===== src/rtl/core/kpsm_pkg.sv =====
package kpsm_pkg;

  // one input beat: sampled columns and timer tick
  typedef struct packed {
    logic [2:0] column_lines;
    logic       tick;
  } in_beat_t;

  // one result beat
  typedef struct packed {
    logic [3:0] row_drive;
    logic       key_down;
    logic       tone_start;
    logic       tone_stop;
    logic [3:0] tone_index;
    logic       tap_event;
    logic       new_character;
    logic [7:0] character;
  } out_beat_t;

  // configuration register indexes
  localparam int unsigned CfgIdxW = 1;
  localparam logic [CfgIdxW-1:0] CfgBounceTicks = 1'b0;
  localparam logic [CfgIdxW-1:0] CfgTapTimeout  = 1'b1;
  localparam int unsigned CfgDataW = 16;

  localparam logic [CfgDataW-1:0] BounceTicksRst = 16'd20;
  localparam logic [CfgDataW-1:0] TapTimeoutRst  = 16'd1000;

  // key codes in scan order 1 2 3 / 4 5 6 / 7 8 9 / * 0 #
  localparam logic [3:0] KeyOne   = 4'd0;
  localparam logic [3:0] KeyTwo   = 4'd1;
  localparam logic [3:0] KeyNine  = 4'd8;
  localparam logic [3:0] KeyStar  = 4'd9;
  localparam logic [3:0] KeyZero  = 4'd10;
  localparam logic [3:0] KeyHash  = 4'd11;

  // ascii codes
  localparam logic [7:0] ChSpace = 8'h20;
  localparam logic [7:0] ChZero  = 8'h30;
  localparam logic [7:0] ChOne   = 8'h31;
  localparam logic [7:0] ChStar  = 8'h2A;
  localparam logic [7:0] ChHash  = 8'h23;

  // first letter of a letter key
  function automatic logic [7:0] letter_base(input logic [3:0] key);
    logic [7:0] base;
    case (key)
      4'd1:    base = 8'h41; // A
      4'd2:    base = 8'h44; // D
      4'd3:    base = 8'h47; // G
      4'd4:    base = 8'h4A; // J
      4'd5:    base = 8'h4D; // M
      4'd6:    base = 8'h50; // P
      4'd7:    base = 8'h54; // T
      4'd8:    base = 8'h57; // W
      default: base = 8'h00;
    endcase
    return base;
  endfunction

  // entries in a letter key's list, digit included
  function automatic logic [2:0] letter_len(input logic [3:0] key);
    logic [2:0] len;
    case (key)
      4'd6, 4'd8: len = 3'd5;
      default:    len = 3'd4;
    endcase
    return len;
  endfunction

endpackage


===== src/rtl/core/keypad_scan_multitap_top.sv =====
// latency: a result beat is registered and shows on out_data_o in the cycle after its input beat is accepted
// throughput: one beat per cycle while in_stall_o is low; single pass of scan and tap logic into the result register
// in_stall_o is high only while the result register is full and out_stall_i holds it
// reset (rst_ni low, asynchronous): row 0 scan, no row driven, timers and taps cleared,
//   bounce_ticks back to 20 and tap_timeout_ticks back to 1000
module keypad_scan_multitap_top #(
  parameter int unsigned TIMER_WIDTH = 16
) (
  input  logic                              clk_i,
  input  logic                              rst_ni,
  input  logic                              in_valid_i,
  output logic                              in_stall_o,
  input  kpsm_pkg::in_beat_t                in_data_i,
  output logic                              out_valid_o,
  input  logic                              out_stall_i,
  output kpsm_pkg::out_beat_t               out_data_o,
  input  logic                              cfg_we_i,
  input  logic [kpsm_pkg::CfgIdxW-1:0]      cfg_index_i,
  input  logic [kpsm_pkg::CfgDataW-1:0]     cfg_wdata_i
);

  localparam int unsigned CmpW = (TIMER_WIDTH > kpsm_pkg::CfgDataW) ?
                                 TIMER_WIDTH : kpsm_pkg::CfgDataW;

  // scan phases; row phases equal the row number
  localparam logic [2:0] ScanRow3    = 3'd3;
  localparam logic [2:0] ScanArm     = 3'd4;
  localparam logic [2:0] ScanSettle  = 3'd5;
  localparam logic [2:0] ScanHeld    = 3'd6;
  localparam logic [2:0] ScanRelease = 3'd7;

  // tap phases
  localparam logic [1:0] TapIdle  = 2'd0;
  localparam logic [1:0] TapCount = 2'd1;
  localparam logic [1:0] TapWait  = 2'd2;

  logic [kpsm_pkg::CfgDataW-1:0] bounce_q, timeout_q;
  logic [2:0]             scan_q, scan_d;
  logic [1:0]             row_q, row_d;
  logic [3:0]             latch_q, latch_d;
  logic [TIMER_WIDTH-1:0] deb_q, deb_d, deb_t;
  logic [TIMER_WIDTH-1:0] idl_q, idl_d, idl_t;
  logic                   held_q, held_d;
  logic [1:0]             tap_q, tap_d;
  logic [2:0]             tc_q, tc_d, tc_inc, tc_adj, lim;
  logic [3:0]             cur_q, cur_d, last_q, last_d;
  logic                   rb_q, rb_d;
  logic                   out_valid_q;
  kpsm_pkg::out_beat_t    out_q, res;
  logic                   accept, idle, bounce_done;
  logic [2:0]             cols, pos;
  logic [3:0]             base_old, base_new, new_key, key;
  logic                   tone_start, tone_stop, tap_ev, new_ch;
  logic [3:0]             tone_idx;
  logic [7:0]             ch_pick;

  assign in_stall_o  = out_valid_q & out_stall_i;
  assign accept      = in_valid_i & ~in_stall_o;
  assign out_valid_o = out_valid_q;
  assign out_data_o  = out_q;

  assign cols = in_data_i.column_lines;
  assign idle = (cols == 3'b111);

  // timers count first, saturating
  assign deb_t = (in_data_i.tick && deb_q != '1) ? deb_q + 1'b1 : deb_q;
  assign idl_t = (in_data_i.tick && idl_q != '1) ? idl_q + 1'b1 : idl_q;
  assign bounce_done = CmpW'(deb_t) >= CmpW'(bounce_q);

  assign base_old = ({2'b00, row_q} << 1) + {2'b00, row_q};
  assign base_new = ({2'b00, row_d} << 1) + {2'b00, row_d};

  // scanner and debounce
  always_comb begin
    scan_d     = scan_q;
    row_d      = row_q;
    latch_d    = latch_q;
    deb_d      = deb_t;
    held_d     = held_q;
    tone_start = 1'b0;
    tone_stop  = 1'b0;
    tone_idx   = 4'd0;
    case (scan_q)
      3'd0, 3'd1, 3'd2, ScanRow3: begin
        if (idle) begin
          row_d   = scan_q[1:0];
          latch_d = ~(4'b0001 << scan_q[1:0]);
          scan_d  = {1'b0, scan_q[1:0] + 2'd1};
        end else begin
          scan_d = ScanArm;
        end
      end
      ScanArm: begin
        deb_d  = '0;
        scan_d = ScanSettle;
      end
      ScanSettle: begin
        if (bounce_done) begin
          if (idle) begin
            scan_d = 3'd0;
          end else begin
            held_d     = 1'b1;
            tone_start = 1'b1;
            tone_idx   = !cols[1] ? base_old :
                         !cols[0] ? base_old + 4'd1 : base_old + 4'd2;
            scan_d     = ScanHeld;
          end
        end
      end
      ScanHeld: begin
        if (idle) begin
          deb_d  = '0;
          scan_d = ScanRelease;
        end
      end
      ScanRelease: begin
        if (bounce_done) begin
          if (idle) begin
            tone_stop = 1'b1;
            held_d    = 1'b0;
            scan_d    = 3'd0;
          end else begin
            scan_d = ScanHeld;
          end
        end
      end
      default: scan_d = 3'd0;
    endcase
  end

  assign new_key = !cols[0] ? base_new :
                   !cols[1] ? base_new + 4'd1 : base_new + 4'd2;
  assign tc_inc  = (tc_q == 3'd7) ? tc_q : tc_q + 3'd1;
  assign key     = (cur_q > kpsm_pkg::KeyHash) ? kpsm_pkg::KeyHash : cur_q;

  // tap count wrap and character choice
  always_comb begin
    lim     = kpsm_pkg::letter_len(key);
    tc_adj  = tc_inc;
    pos     = 3'd0;
    ch_pick = kpsm_pkg::ChHash;
    if (key == kpsm_pkg::KeyZero) begin
      if (tc_inc > 3'd2 || tc_inc == 3'd0) tc_adj = 3'd1;
      ch_pick = (tc_adj == 3'd1) ? kpsm_pkg::ChSpace : kpsm_pkg::ChZero;
    end else if (key >= kpsm_pkg::KeyTwo && key <= kpsm_pkg::KeyNine) begin
      if (tc_inc == 3'd0 || tc_inc > lim) tc_adj = 3'd1;
      pos = tc_adj - 3'd1;
      ch_pick = (pos == lim - 3'd1) ? kpsm_pkg::ChOne + {4'd0, key} :
                kpsm_pkg::letter_base(key) + {5'd0, pos};
    end else if (key == kpsm_pkg::KeyOne) begin
      ch_pick = kpsm_pkg::ChOne;
    end else if (key == kpsm_pkg::KeyStar) begin
      ch_pick = kpsm_pkg::ChStar;
    end
  end

  // multi-tap sequencer
  always_comb begin
    tap_d  = tap_q;
    tc_d   = tc_q;
    cur_d  = cur_q;
    last_d = last_q;
    rb_d   = rb_q;
    idl_d  = idl_t;
    tap_ev = 1'b0;
    new_ch = 1'b0;
    case (tap_q)
      TapIdle: begin
        if (held_d) begin
          tap_d = TapCount;
          cur_d = new_key;
          rb_d  = 1'b0;
          if (tc_q != 3'd0 && (last_q != new_key ||
              CmpW'(idl_t) >= CmpW'(timeout_q))) begin
            rb_d   = 1'b1;
            last_d = new_key;
            tc_d   = 3'd0;
          end
        end else begin
          last_d = cur_q;
        end
      end
      TapCount: begin
        tc_d  = tc_inc;
        tap_d = TapWait;
        if (held_d) begin
          tap_ev = 1'b1;
          new_ch = rb_q;
          tc_d   = tc_adj;
        end
      end
      TapWait: begin
        if (!held_d) begin
          idl_d = '0;
          tap_d = TapIdle;
        end
      end
      default: tap_d = TapIdle;
    endcase
  end

  // result beat; character only goes out with a tap
  always_comb begin
    res               = '0;
    res.row_drive     = latch_d;
    res.key_down      = held_d;
    res.tone_start    = tone_start;
    res.tone_stop     = tone_stop;
    res.tone_index    = tone_idx;
    res.tap_event     = tap_ev;
    res.new_character = new_ch;
    res.character     = tap_ev ? ch_pick : 8'd0;
  end

  // configuration registers
  always_ff @(posedge clk_i or negedge rst_ni) begin
    if (!rst_ni) begin
      bounce_q  <= kpsm_pkg::BounceTicksRst;
      timeout_q <= kpsm_pkg::TapTimeoutRst;
    end else if (cfg_we_i) begin
      case (cfg_index_i)
        kpsm_pkg::CfgBounceTicks: bounce_q  <= cfg_wdata_i;
        kpsm_pkg::CfgTapTimeout:  timeout_q <= cfg_wdata_i;
        default: ;
      endcase
    end
  end

  // state update per accepted beat
  always_ff @(posedge clk_i or negedge rst_ni) begin
    if (!rst_ni) begin
      scan_q  <= 3'd0;
      row_q   <= 2'd0;
      latch_q <= 4'hF;
      deb_q   <= '0;
      idl_q   <= '0;
      held_q  <= 1'b0;
      tap_q   <= TapIdle;
      tc_q    <= 3'd0;
      cur_q   <= 4'd0;
      last_q  <= 4'd0;
      rb_q    <= 1'b0;
    end else if (accept) begin
      scan_q  <= scan_d;
      row_q   <= row_d;
      latch_q <= latch_d;
      deb_q   <= deb_d;
      idl_q   <= idl_d;
      held_q  <= held_d;
      tap_q   <= tap_d;
      tc_q    <= tc_d;
      cur_q   <= cur_d;
      last_q  <= last_d;
      rb_q    <= rb_d;
    end
  end

  // result register valid
  always_ff @(posedge clk_i or negedge rst_ni) begin
    if (!rst_ni) begin
      out_valid_q <= 1'b0;
    end else if (accept) begin
      out_valid_q <= 1'b1;
    end else if (!out_stall_i) begin
      out_valid_q <= 1'b0;
    end
  end

  // result payload
  always_ff @(posedge clk_i) begin
    if (accept) begin
      out_q <= res;
    end
  end

endmodule


===== config.mk =====
export PLATFORM = sky130hd
export DESIGN_NAME = keypad_scan_multitap_top
export DESIGN_NICKNAME = d
export VERILOG_FILES = /design/src/rtl/core/kpsm_pkg.sv /design/src/rtl/core/keypad_scan_multitap_top.sv
export SDC_FILE = /design/constraint.sdc
export NUM_CORES = 1
export LEC_CHECK = 0
export BUFFER_PORTS_ARGS = -buffer_cell sky130_fd_sc_hd__buf_2
export CORE_UTILIZATION = 40
export CTS_CLUSTER_SIZE = 16
export DETAILED_ROUTE_END_ITERATION = 6
export HOLD_SLACK_MARGIN = 0.12
export PLACE_DENSITY_LB_ADDON = 0.25
export SETUP_SLACK_MARGIN = 0.5
export SLEW_MARGIN = 30
export SYNTH_ARGS = -nofsm -noshare
export SYNTH_HDL_FRONTEND = slang
export SYNTH_SLANG_ARGS = --single-unit

===== constraint.sdc =====
create_clock -name clk_i -period 6.4 [get_ports clk_i]
set_input_delay 0.64 -clock clk_i [delete_from_list [all_inputs] [get_ports clk_i]]
set_output_delay 0.64 -clock clk_i [all_outputs]
set_load 0.01 [all_outputs]

Yosys cells after proc, flatten, opt, wreduce, memory -nomap -nowiden
Memory sizes are Yosys's and may differ from the RTL's. Index checks and enable logic that the tools add are counted.

Logic and storage cells: 164. Bits in registers: 110. Output and inout port bits: 23. Bits in read-only memories: 96. Input bits: 26. Memories: 1.

Bitwise gates (word level): 7. Add/sub/neg operators: 14. Muxes and demuxes: 58. Reductions and logical operators: 27. Order comparisons: 7. Shift-type cells: 1. Eq/ne operators: 27.

Memory list: (no name shown) (depth 16, bits a word 6, read ports 1, clocked after Yosys merged registers in 0, write ports 0, RTL line kpsm_pkg.sv:48) `case (key)`.

Operators by type and width (count): $mux W16 (5); $mux W3 (15); $mux W4 (10); $mux W8 (5); $add A16 B1 Y16 const B (2); $ge A16 B16 Y1 (2); $ne A16 B16 Y1 const B (2); $pmux W16 S2 (1); $eq A3 B3 Y1 const B (6); $eq A4 B4 Y1 const B (3); $mux W1 (12); $pmux W3 S4 (1); $reduce_and A3 Y1 (4); $mux W5 (2); $reduce_and A2 Y1 (5); $add A3 B2 Y4 (2); $add A4 B1 Y4 const B (2); $add A4 B2 Y4 const B (2); $add A8 B3 Y8 (1); $mux W2 (4); $ne A2 B2 Y1 const B (4); $add A6 B4 Y7 const A (1); $eq A3 B1 Y1 const B (2); $eq A3 B2 Y1 const B (2); 32 further kinds (46).

Logic depth before layout (Yosys ltp)
Gate-level depths: netlist (run 1).

Depth in word-level cells: 15. Mapped depth: 22. Mapped depth without buffers: 20.

Worst setup path after synthesis (run 1)
OpenSTA, ideal clock, no wires.

Kind: register to register. Start: register cur_q[2]. End: register out_q, in the netlist out_data_o[3] (data pin). Buffers on the path: 2. Arrival: 4.197 ns. Cell stages (with the launch flop): 22. Setup slack: 2.051 ns. Required time: 6.248 ns. Clock period less this slack: 4.349 ns. Setup time: 0.152 ns. Cell sequence: dfrtp_1 -> clkbuf_1 -> a21oi_1 -> ha_1 -> inv_1 -> o21ai_1 -> ha_1 -> o22a_1 -> a32oi_1 -> o22ai_1 -> a21o_1 -> buf_2 -> ha_1 -> inv_1 -> ha_1 -> a21o_1 -> a21o_1 -> nor3_1 -> o21ai_0 -> mux2i_1 -> o21ai_0 -> a31oi_1.

Longest elaborated chain between the ends: 15. Elaborated cells between the ends (all ways): 30. Those cells by class: add/sub: 4; order compare: 4; eq/ne: 5; mux: 12; reduce/logical: 4; memory: 1.

RTL lines: start, declared (RTL line keypad_scan_multitap_top.sv:46) `logic [3:0] cur_q, cur_d, last_q, last_d;`; start signal, assigned (RTL line keypad_scan_multitap_top.sv:252) `cur_q <= cur_d;`; $gt A4 B4 Y1 (RTL line keypad_scan_multitap_top.sv:134) `assign key = (cur_q > kpsm_pkg::KeyHash) ? kpsm_pkg::KeyHash : cur_q;`; $mux W4 * (RTL line keypad_scan_multitap_top.sv:134); $eq A4 B3 Y1 or $eq A4 B4 Y1 (tied branches) (RTL line kpsm_pkg.sv:65) `case (key)`; $reduce_or A2 Y1 (RTL line kpsm_pkg.sv:65); $mux W1 (RTL line kpsm_pkg.sv:65); $gt A3 B3 Y1 (RTL line keypad_scan_multitap_top.sv:146) `if (tc_inc == 3'd0 || tc_inc > lim) tc_adj = 3'd1;`; $logic_or A1 B1 Y1 (RTL line keypad_scan_multitap_top.sv:146); $mux W3 (RTL line keypad_scan_multitap_top.sv:146); $mux W3 (RTL line keypad_scan_multitap_top.sv:145) `end else if (key >= kpsm_pkg::KeyTwo && key <= kpsm_pkg::KeyNine) begin`; $mux W3 (RTL line keypad_scan_multitap_top.sv:142) `if (key == kpsm_pkg::KeyZero) begin`; $sub A3 B1 Y3 (RTL line keypad_scan_multitap_top.sv:147) `pos = tc_adj - 3'd1;`; $add A8 B3 Y8 or $eq A3 B3 Y1 (tied branches) (RTL line keypad_scan_multitap_top.sv:149, keypad_scan_multitap_top.sv:148); $mux W8 (RTL line keypad_scan_multitap_top.sv:148) `ch_pick = (pos == lim - 3'd1) ? kpsm_pkg::ChOne + {4'd0, key} :`; $mux W8 (RTL line keypad_scan_multitap_top.sv:145); $mux W8 * (RTL line keypad_scan_multitap_top.sv:142); end signal, assigned (RTL line keypad_scan_multitap_top.sv:272) `out_q <= res;`; end, declared (RTL line keypad_scan_multitap_top.sv:49) `kpsm_pkg::out_beat_t out_q, res;`.

Every way passes the cells marked *; elsewhere a longest branch is shown, timed or not. The select of a mux whose other input is x is not followed. A chain may end at the register's enable or synchronous reset.

Worst setup path after layout (run 1)
Start: register cur_q[3]. End: register out_q, in the netlist out_data_o[3] (data pin).

Same word-level chain as after synthesis.

==> flow_summary.ini, run 1 <==
[logic_synthesis]
synthDistinctLibCells = 70
yosys_most_used_dff = dfrtp_1
synthesis.nets = 893
synth_top_cell_area_share = 0.264
netlist_area_um2 = 7290
yosysSeqAreaShare = 0.390
yosys.area.top_type = dfrtp_1
synth_seq_cells = 109
syn_inst = 808
synth_enable_flop_cells = 20
synth_most_common_cell = nand2_1
synth_warnings = 0
syn_area_per_cell_um2 = 9.03
synthArstFlopShare = 0.817
synth_area_leaders = dfrtp_1 (26%), ha_1 (9.9%), edfxtp_1 (8.2%), nand2_1 (5.8%), o21ai_0 (5.4%)
yosys-top-cells-count = nand2_1 (113), o21ai_0 (79), dfrtp_1 (77)

[routing]
viasPerCell = 5.48
via_count = 5816
drt-total-wl_um = 15900
wl_per_cell_um = 15.0
drc = 0
drt_iter0_drc = 337
ant_nets = 0
drt-pass1-iter-count = 5

[critical_path]
endpoint_kind = flop
critical_path_class = flop to flop
crit_fanout = 14
cp.arrival_ps = 5090
worstPathRequired_ps = 6610
worst_setup_path_start_kind = flop

[clocking]
clkLatencyLatePin_ps = 360
cts.clk_slew.worst_paths_ps = 80
cts_buffers = 9
cts_sinks = 109
cts_tree = done
cts_max_level = 3
hold_buffers = 0
cts_buffer_depth = 2
cts_setup_buffers = 0
cts_resized = 0
cts_root_buffer = clkbuf_16

[timing]
hold_ws_ps = 171
setup-violations-final = 0
worst_pin_slew_ps = 850
relSlewSlack = 0.431
max_clock_freq_mhz = 205
hold_viol_final = 0
fin_setup_tns_ps = 0
fin_skew_ps = 8.75
rsz0062_at_grt = no
period_needed_ps = 4890
worst_slack_ps = 1510
finalMaxSlewViolations = 0
post-route-period-util = 0.763

[grt]
grt_pass1_wl_um = 26600
grt_usage = 0.179
antenna_found_initial = 1
grt_max_degree = 68
grt_overflow = 0
grt_pass1_vias = 5346

[floorplan]
dieArea_um2 = 18800
die_x_um = 137
die_y_um = 137
core_area_um2 = 17900
start_util = 0.407
rows = 49
ios = 49

[place]
globalplace.congestion = 0.853
dp_hpwl_um = 11500
portBuffers = 47
dpl_worst_slack_ps = 1200

[final_layout]
drive_gt1_frac = 0.149
multi_input_area_um2 = 4070
layout.area.seq_um2 = 2840
fillers = 1739
diodes = 0
nNetsFinal = 912
synthToLayoutAreaGrowth_pct = 9.42
utilization = 0.446

[outcome]
status = complete, no violations

[power_and_ir_drop]
peakVddDrop_v = 0.000162
power.density_nw_per_um2 = 252
power_leakage_nw = 3.58

[hold_path]
hp-class = input pin to asynchronous set/reset pin

[run]
maxCapViolCount = 0
## cell type report
class                           instances  share of cell area
Clock buffer                            9              0.0282
Inverter                               59              0.0277
Multi-Input combinational cell        596               0.510
Sequential cell                       109               0.356
Timing Repair Buffer                   52              0.0350
Tap cell                              229              0.0359
Clock inverter                          7             0.00721
## placed cells by master (no fill, tap or decap), drive strengths merged, types with 10 or more instances in the layout
master,instances
xor2,14
nand2,113
nand3,26
nand4,16
o211ai,11
xnor2,26
o21ai,81
mux2i,12
a21oi,25
ha,58
dfstp,12
mux2,28
and3,10
nor3,17
edfxtp,20
inv,63
buf,52
a31oi,10
dfrtp,77
nor2b,15
nor2,31
## metal layers
metal  vias up  wire (µm)  GRT usage
met4         2        209     0.0476
met5         -         10          0
met2       113       7230      0.283
li1       2905          -          -
met3        16        508     0.0311
met1      2780       7940      0.251
## flip-flops by register name, summed over array words and instances, names as in the netlist
| register | cells |
|---|---|
| cur_q | 4 |
| rb_q | 1 |
| last_q | 4 |
| idl_q | 16 |
| out_data_o | 20 |
| timeout_q | 16 |
| out_valid_o | 1 |
| tc_q | 3 |
| row_q | 2 |
| scan_q | 3 |
| latch_q | 4 |
| tap_q | 2 |
| deb_q | 16 |
| bounce_q | 16 |
| held_q | 1 |
## final timing paths
check / from / end / slack [ps] / cells past startpoint
max in group asynchronous: rst_ni / bounce_q[3]$_DFFE_PN0P_ / 5310 / 2
hold reg to reg: rb_q$_DFFE_PN0P_ / rb_q$_DFFE_PN0P_ / 470 / 1
setup reg to reg: cur_q[3]$_DFFE_PN0P_ / out_data_o[3]$_SDFFCE_PP0P_ / 1510 / 19
setup / recovery: cur_q[3]$_DFFE_PN0P_ / out_data_o[3]$_SDFFCE_PP0P_ / 1510 / 19
hold / removal: rst_ni / last_q[2]$_DFFE_PN0P_ / 170 / 1
min in group clk_i: rb_q$_DFFE_PN0P_ / rb_q$_DFFE_PN0P_ / 470 / 1
## per-stage QoR
stage	std cells	total power, mW	instance area (µm²)
after global placement	1045	1.46	7680
after global routing	1061	2.16	7980
after floorplan	808	1.32	7290
final	1061	2.01	7980
after CTS	1061	2.03	7970
after detailed placement	1045	1.47	7680
## logic make-up (layout without fill, tap and decap cells)
| logic type | after synthesis | after routing | share of synthesized area |
|---|---|---|---|
| and+or+nand+nor | 261 | 261 | 0.174 |
| adders and majority gates | 59 | 59 | 0.102 |
| buffers and inverters | 103 | 127 | 0.0545 |
| xor gates and xnor gates | 40 | 40 | 0.0491 |
| other | 1 | 1 | 0.000514 |
| muxes | 40 | 40 | 0.0614 |
| DFF | 109 | 109 | 0.390 |
| AOI/OAI and AO/OA | 195 | 195 | 0.169 |
## worst max-delay path, stage by stage, from the launching register on
cell     delay, ps
dfrtp_1        530
a21oi_1        410
ha_1           240
inv_1           40
o21ai_1        400
ha_1           330
o22a_1         190
a32oi_1        210
o22ai_1        110
a21o_1         310
ha_1           450
inv_1          120
ha_1           300
a21o_1         160
a21o_1         180
nor3_1         190
o31ai_1        120
mux2i_1        140
o21ai_0        110
a31oi_1        190
## power breakdown
group	leakage (nW)	internal [mW]	switching [mW]
Sequential	1.31	0.809	0.0782
Combinational	2.14	0.244	0.331
Clock	0.135	0.271	0.277
Total	3.58	1.32	0.686
Power figures use the tool's default switching activity.
==> run 2: changes to the inputs <==
==> constraint.sdc (replaced) <==
create_clock -name clk_i -period 4.7 [get_ports clk_i]
set_input_delay 0.47 -clock clk_i [delete_from_list [all_inputs] [get_ports clk_i]]
set_output_delay 0.47 -clock clk_i [all_outputs]
set_load 0.01 [all_outputs]
==> run 2 against run 1 <==
Net effect:
- worst hold slack got worse by 25 ps
- critical path type unchanged
- count of clock-buffer cells in the layout increased by 3
- total power up 40%
- die area did not move
- clock power increased by 43%
- sequential power rose by 36%
- critical path depth did not move
==> flow_summary.ini, run 2 (synthesis gave the netlist of run 1 again) <==
[critical_path]
cp.arrival_ps = 4190
worst_setup_path_start_kind = flop
r2r-start = cur_q[3]$_DFFE_PN0P_
endpoint_kind = flop
critical_path_class = flop to flop
crit_fanout = 7
worstPathRequired_ps = 4890
cp-startpoint = cur_q[3]$_DFFE_PN0P_

[routing]
viasPerCell = 5.38
drt-total-wl_um = 16200
drc = 0
wl_per_cell_um = 15.0
ant_nets = 0
via_count = 5816
drt_iter0_drc = 340
drt-pass1-iter-count = 6

[clocking]
cts_buffers = 9
cts_root_buffer = clkbuf_16
cts_buffer_depth = 2
cts.clk_slew.worst_paths_ps = 70
cts_max_level = 3
hold_buffers = 0
cts_sinks = 109
cts_tree = done
clkLatencyLatePin_ps = 350

[power_and_ir_drop]
seqPwrFrac = 0.430
power.density_nw_per_um2 = 339
combPwrFrac = 0.292
intPower_mw = 1.90
switching_share = 0.327
switching_power_mw = 0.920
peakVddDrop_v = 0.000208
clkPwrFrac = 0.279
power_leakage_nw = 3.70

[grt]
grt_usage = 0.179
grt_pass1_wl_um = 26400
antenna_found_initial = 0
grt_max_degree = 50
grt_pass1_vias = 5290
grt_overflow = 0

[final_layout]
nNetsFinal = 932
final_cell_mix = nand2_1 (113), o21ai_0 (79), dfrtp_1 (72), inv_1 (57), ha_1 (54)
fillers = 1774
largest_register_ffs = 20
synthToLayoutAreaGrowth_pct = 13.9
diodes = 0
layout.area.seq_um2 = 2850
multi_input_area_um2 = 4220
drive_gt1_frac = 0.192
layout_commonest_cell = nand2_1

[timing]
worst_slack_ps = 701
post-route-period-util = 0.851
hold_ws_ps = 146
relSlewSlack = 0.438
setup-violations-final = 0
rsz0062_at_grt = no
worst_pin_slew_ps = 840
period_needed_ps = 4000
hold_viol_final = 0
max_clock_freq_mhz = 250
fin_setup_tns_ps = 0
finalMaxSlewViolations = 0
fin_skew_ps = 9.24

[hold_path]
hp-class = input pin to asynchronous set/reset pin

[floorplan]
die_y_um = 137
core_area_um2 = 17900
dieArea_um2 = 18800
ios = 49
start_util = 0.407
rows = 49
die_x_um = 137

[place]
globalplace.congestion = 0.825
portBuffers = 47
dp_hpwl_um = 11600
dpl_worst_slack_ps = 363

[outcome]
status = complete, no violations

[run]
maxCapViolCount = 0
run 2: changes by cell type in the layout (fill, tap and decap cells not counted), sizes merged:
cell	previous run	this run
clkbuf	9	12
buf	52	71
clkinv	1	2
nor2	31	32
inv	63	60
bufinv	0	1
clkinvlp	2	0
run 2: layout make-up:
| cell class | count | area share |
|---|---|---|
| Clock buffer | 12 | 0.0309 |
| Clock inverter | 4 | 0.00557 |
| Inverter | 59 | 0.0267 |
| Multi-Input combinational cell | 597 | 0.508 |
| Sequential cell | 109 | 0.343 |
| Tap cell | 229 | 0.0345 |
| Timing Repair Buffer | 71 | 0.0512 |
run 2: metal layers:
metal	wire length [µm]	global-route usage	share of wire	up-vias
met5	0	0	0	-
li1	-	-	-	2947
met4	213	0.0427	0.013	0
met2	7430	0.278	0.46	105
met3	547	0.0378	0.034	13
met1	8000	0.253	0.49	2751
run 2: what timing repair did:
item,in CTS,in global routing
setup endpoints to repair,20,40
gates cloned,0,1
pin swaps,0,13
setup buffers,0,9
resized for setup,6,24
run 2: critical path, stage by stage, from the launching register on:
cell and delay [ps]:
dfrtp_2 450, a21oi_4 220, ha_1 200, inv_1 70, o21ai_4 260, ha_4 260
o22a_1 180, a32oi_1 210, o22ai_1 100, a21o_1 200, ha_4 310, inv_1 70
ha_1 290, a21o_1 150, a21o_1 190, nor3_2 130, o21ai_0 110, mux2i_1 140
o21ai_0 110, a31oi_1 200
run 2: stage by stage:
stage          power (mW)  utilization  area (µm²)  cells
3_3_place_gp         2.00        0.434        7770   1055
5_1_grt              3.01        0.464        8310   1081
6_report             2.82        0.464        8310   1081
4_1_cts              2.82        0.453        8110   1071
3_5_place_dp         2.02        0.434        7770   1055
2_1_floorplan        1.80            -        7310    808
run 2: power groups by stage:
stage	Combinational (mW)	Sequential, mW	Clock [mW]
5_1_grt	0.929	1.23	0.846
3_3_place_gp	0.781	1.22	0
2_1_floorplan	0.598	1.20	0
3_5_place_dp	0.788	1.23	0
6_report	0.822	1.21	0.785
4_1_cts	0.794	1.21	0.812
run 2: final timing paths:
check	endpoint	slack, ps	cells past startpoint
hold / removal	row_q[0]$_DFFE_PN0P_	150	1
hold reg to reg	rb_q$_DFFE_PN0P_	490	1
setup / recovery	out_data_o[3]$_SDFFCE_PP0P_	700	19
max in group asynchronous	idl_q[0]$_DFFE_PN0P_	3540	2
min in group clk_i	out_valid_o$_DFFE_PN0P_	320	2
setup reg to reg	out_data_o[3]$_SDFFCE_PP0P_	700	19
==> run 3: changes to the inputs <==
--- a/config.mk
+++ b/config.mk
@@ -7,6 +7,7 @@
 export LEC_CHECK = 0
 export BUFFER_PORTS_ARGS = -buffer_cell sky130_fd_sc_hd__buf_2
 export CORE_UTILIZATION = 40
+export CTS_BUF_LIST = sky130_fd_sc_hd__clkbuf_2
 export CTS_CLUSTER_SIZE = 16
 export DETAILED_ROUTE_END_ITERATION = 6
 export HOLD_SLACK_MARGIN = 0.12
==> run 3 against run 2 <==
Net effect:
- count of clock-buffer cells in the layout down 2
- non-clock buffer count grew 20
- cell area hardly changed
- combinational power grew 2.8%
- sequential power hardly changed
- sequential cell count stayed put
- critical path depth fell by 1
- register-to-register slack worse by 30 ps
- final cell count increased by 1.9%
- global-route usage rose by 0.21 points
- critical path type unchanged
- largest cell class unchanged
==> flow_summary.ini, run 3 (synthesis gave the netlist of run 1 again) <==
[outcome]
status = complete, no violations

[clocking]
cts_buffers = 9
cts_root_buffer = clkbuf_2
cts.clk_slew.worst_paths_ps = 300
cts_sinks = 109
clkLatencyLatePin_ps = 640
cts_tree = done
cts_buffer_depth = 2
cts_max_level = 3

[critical_path]
path_cells = ha_2 -> nand2_1 -> xnor2_1 -> ha_4 -> o22a_1 -> a32oi_1 -> o22ai_1 -> a21o_1 -> ha_4 -> inv_1 -> ha_1 -> a21o_1 -> a21o_1 -> nor3_2 -> o21ai_0 -> mux2i_1 -> o21ai_0 -> a31oi_1
critical_path_class = flop to flop
r2r-start = tc_q[0]$_DFFE_PN0P_
endpoint = out_data_o[3]$_SDFFCE_PP0P_
endpoint_kind = flop
crit_path_frequent_cell = a21o_1
worstSetupPathDepth = 18
path_buf_inv = 1
slowest_delay_ps = 510
cp.arrival_ps = 4520
rr_worst_depth = 18
cp-startpoint = tc_q[0]$_DFFE_PN0P_
worstPathRequired_ps = 5190
rr_endpoint = out_data_o[3]$_SDFFCE_PP0P_
cp_top_family = compound AO/OA/AOI/OAI gates
r2r_slack_ps = 670
cpMaxStageDelayCell = dfrtp_2
worst_setup_path_start_kind = flop
crit_fanout = 8

[power_and_ir_drop]
power.density_nw_per_um2 = 300
peakVddDrop_v = 0.000240
power.total_mw = 2.49
power_leakage_nw = 3.70

[timing]
period_needed_ps = 4030
worst_slack_ps = 666
relSlewSlack = 0.441
rsz0062_at_grt = no
max_clock_freq_mhz = 248
fin_skew_ps = 30.1
worst_pin_slew_ps = 835
finalMaxSlewViolations = 0
hold_viol_final = 0
post-route-period-util = 0.858
setup-violations-final = 0
fin_setup_tns_ps = 0

[grt]
grt_usage = 0.181
grt_pass1_wl_um = 26800
antenna_found_initial = 0
grt_overflow = 0
grt_max_degree = 50
grt_pass1_vias = 5381

[floorplan]
die_x_um = 137
start_util = 0.407
rows = 49
core_area_um2 = 17900
dieArea_um2 = 18800
die_y_um = 137
ios = 49

[final_layout]
drive_gt1_frac = 0.193
largest_register_ffs = 20
layout_commonest_cell = nand2_1
diodes = 0
layout.cells.non_filler = 1101
nNetsFinal = 952
synthToLayoutAreaGrowth_pct = 14.0
final_cell_mix = nand2_1 (112), o21ai_0 (79), dfrtp_1 (69), inv_1 (57), ha_1 (54)

[place]
dp_cells = 1055
globalplace.congestion = 0.825
dp_hpwl_um = 11600
dpl_worst_slack_ps = 363
portBuffers = 47

[hold_path]
hp-class = input pin to flop

[routing]
ant_nets = 0
drt_iter0_drc = 342
drt-total-wl_um = 16200
drt-pass1-iter-count = 4
via_count = 5860
wl_per_cell_um = 14.7
viasPerCell = 5.32
drc = 0

[run]
maxCapViolCount = 0
==> run 3: changes by cell type in the layout (fill, tap and decap cells not counted), sizes merged <==
cell	change
clkinv	+2
buf	+1
clkbuf	-2
dlygate4sd3	+19
==> run 3: report_power, final <==
part / internal (mW) / switching [mW] / total (mW)
Sequential: 1.10 / 0.106 / 1.21
Clock: 0.120 / 0.316 / 0.437
Combinational: 0.371 / 0.474 / 0.845
==> run 3: worst min-delay path: cells and delay by family <==
| kind | cells | cell delay, ps |
|---|---|---|
| and+or+nand+nor | 2 | 200 |
| buffers and inverters | 1 | 110 |
| AOI/OAI and AO/OA | 1 | 70 |
==> run 3: worst min path at each step <==
stage / start / cells after the start / slack (ps) / endpoint
final: cfg_index_i / 4 / 190 / bounce_q[4]$_DFFE_PN1P_
after global routing: cfg_index_i / 4 / 180 / bounce_q[6]$_DFFE_PN0P_
after global placement: rb_q$_DFFE_PN0P_ / 1 / 490 / rb_q$_DFFE_PN0P_
after detailed placement: rb_q$_DFFE_PN0P_ / 1 / 470 / rb_q$_DFFE_PN0P_
after CTS: cfg_index_i / 4 / 210 / bounce_q[4]$_DFFE_PN1P_
after floorplan: rst_ni / 0 / 170 / bounce_q[0]$_DFFE_PN0P_
==> run 3: routing by layer <==
metal  GRT usage  part of all wire  up-vias
met5           0                 0        -
met4      0.0464             0.015        0
met3      0.0389             0.034       17
met2       0.282              0.46       96
met1       0.254              0.49     2754
li1            -                 -     2993
==> run 3: layout make-up <==
cell class                      instances  area (µm²)
Sequential cell                       109        2850
Tap cell                              229         287
Clock inverter                          6        53.8
Multi-Input combinational cell        597        4230
Timing Repair Buffer                   91         623
Inverter                               59         221
Clock buffer                           10        50.0
Fill cell                            1776        9590
==> run 3: through the flow <==
| step | hold WS (ps) | util | instance area (µm²) |
|---|---|---|---|
| floorplan | 174 | - | 7310 |
| global placement | 489 | 0.434 | 7770 |
| detailed placement | 473 | 0.434 | 7770 |
| CTS | 213 | 0.453 | 8110 |
| global route | 181 | 0.464 | 8310 |
| finish | 187 | 0.464 | 8310 |
==> run 3: repair_timing <==
item | CTS | global route
hold buffers | 19 | 0
endpoints found under the setup margin | 21 | 40
setup buffers | 1 | 9
endpoints found under the hold margin | 77 | 0
pin swaps | 0 | 14
gates cloned | 0 | 1
resized for setup | 8 | 27
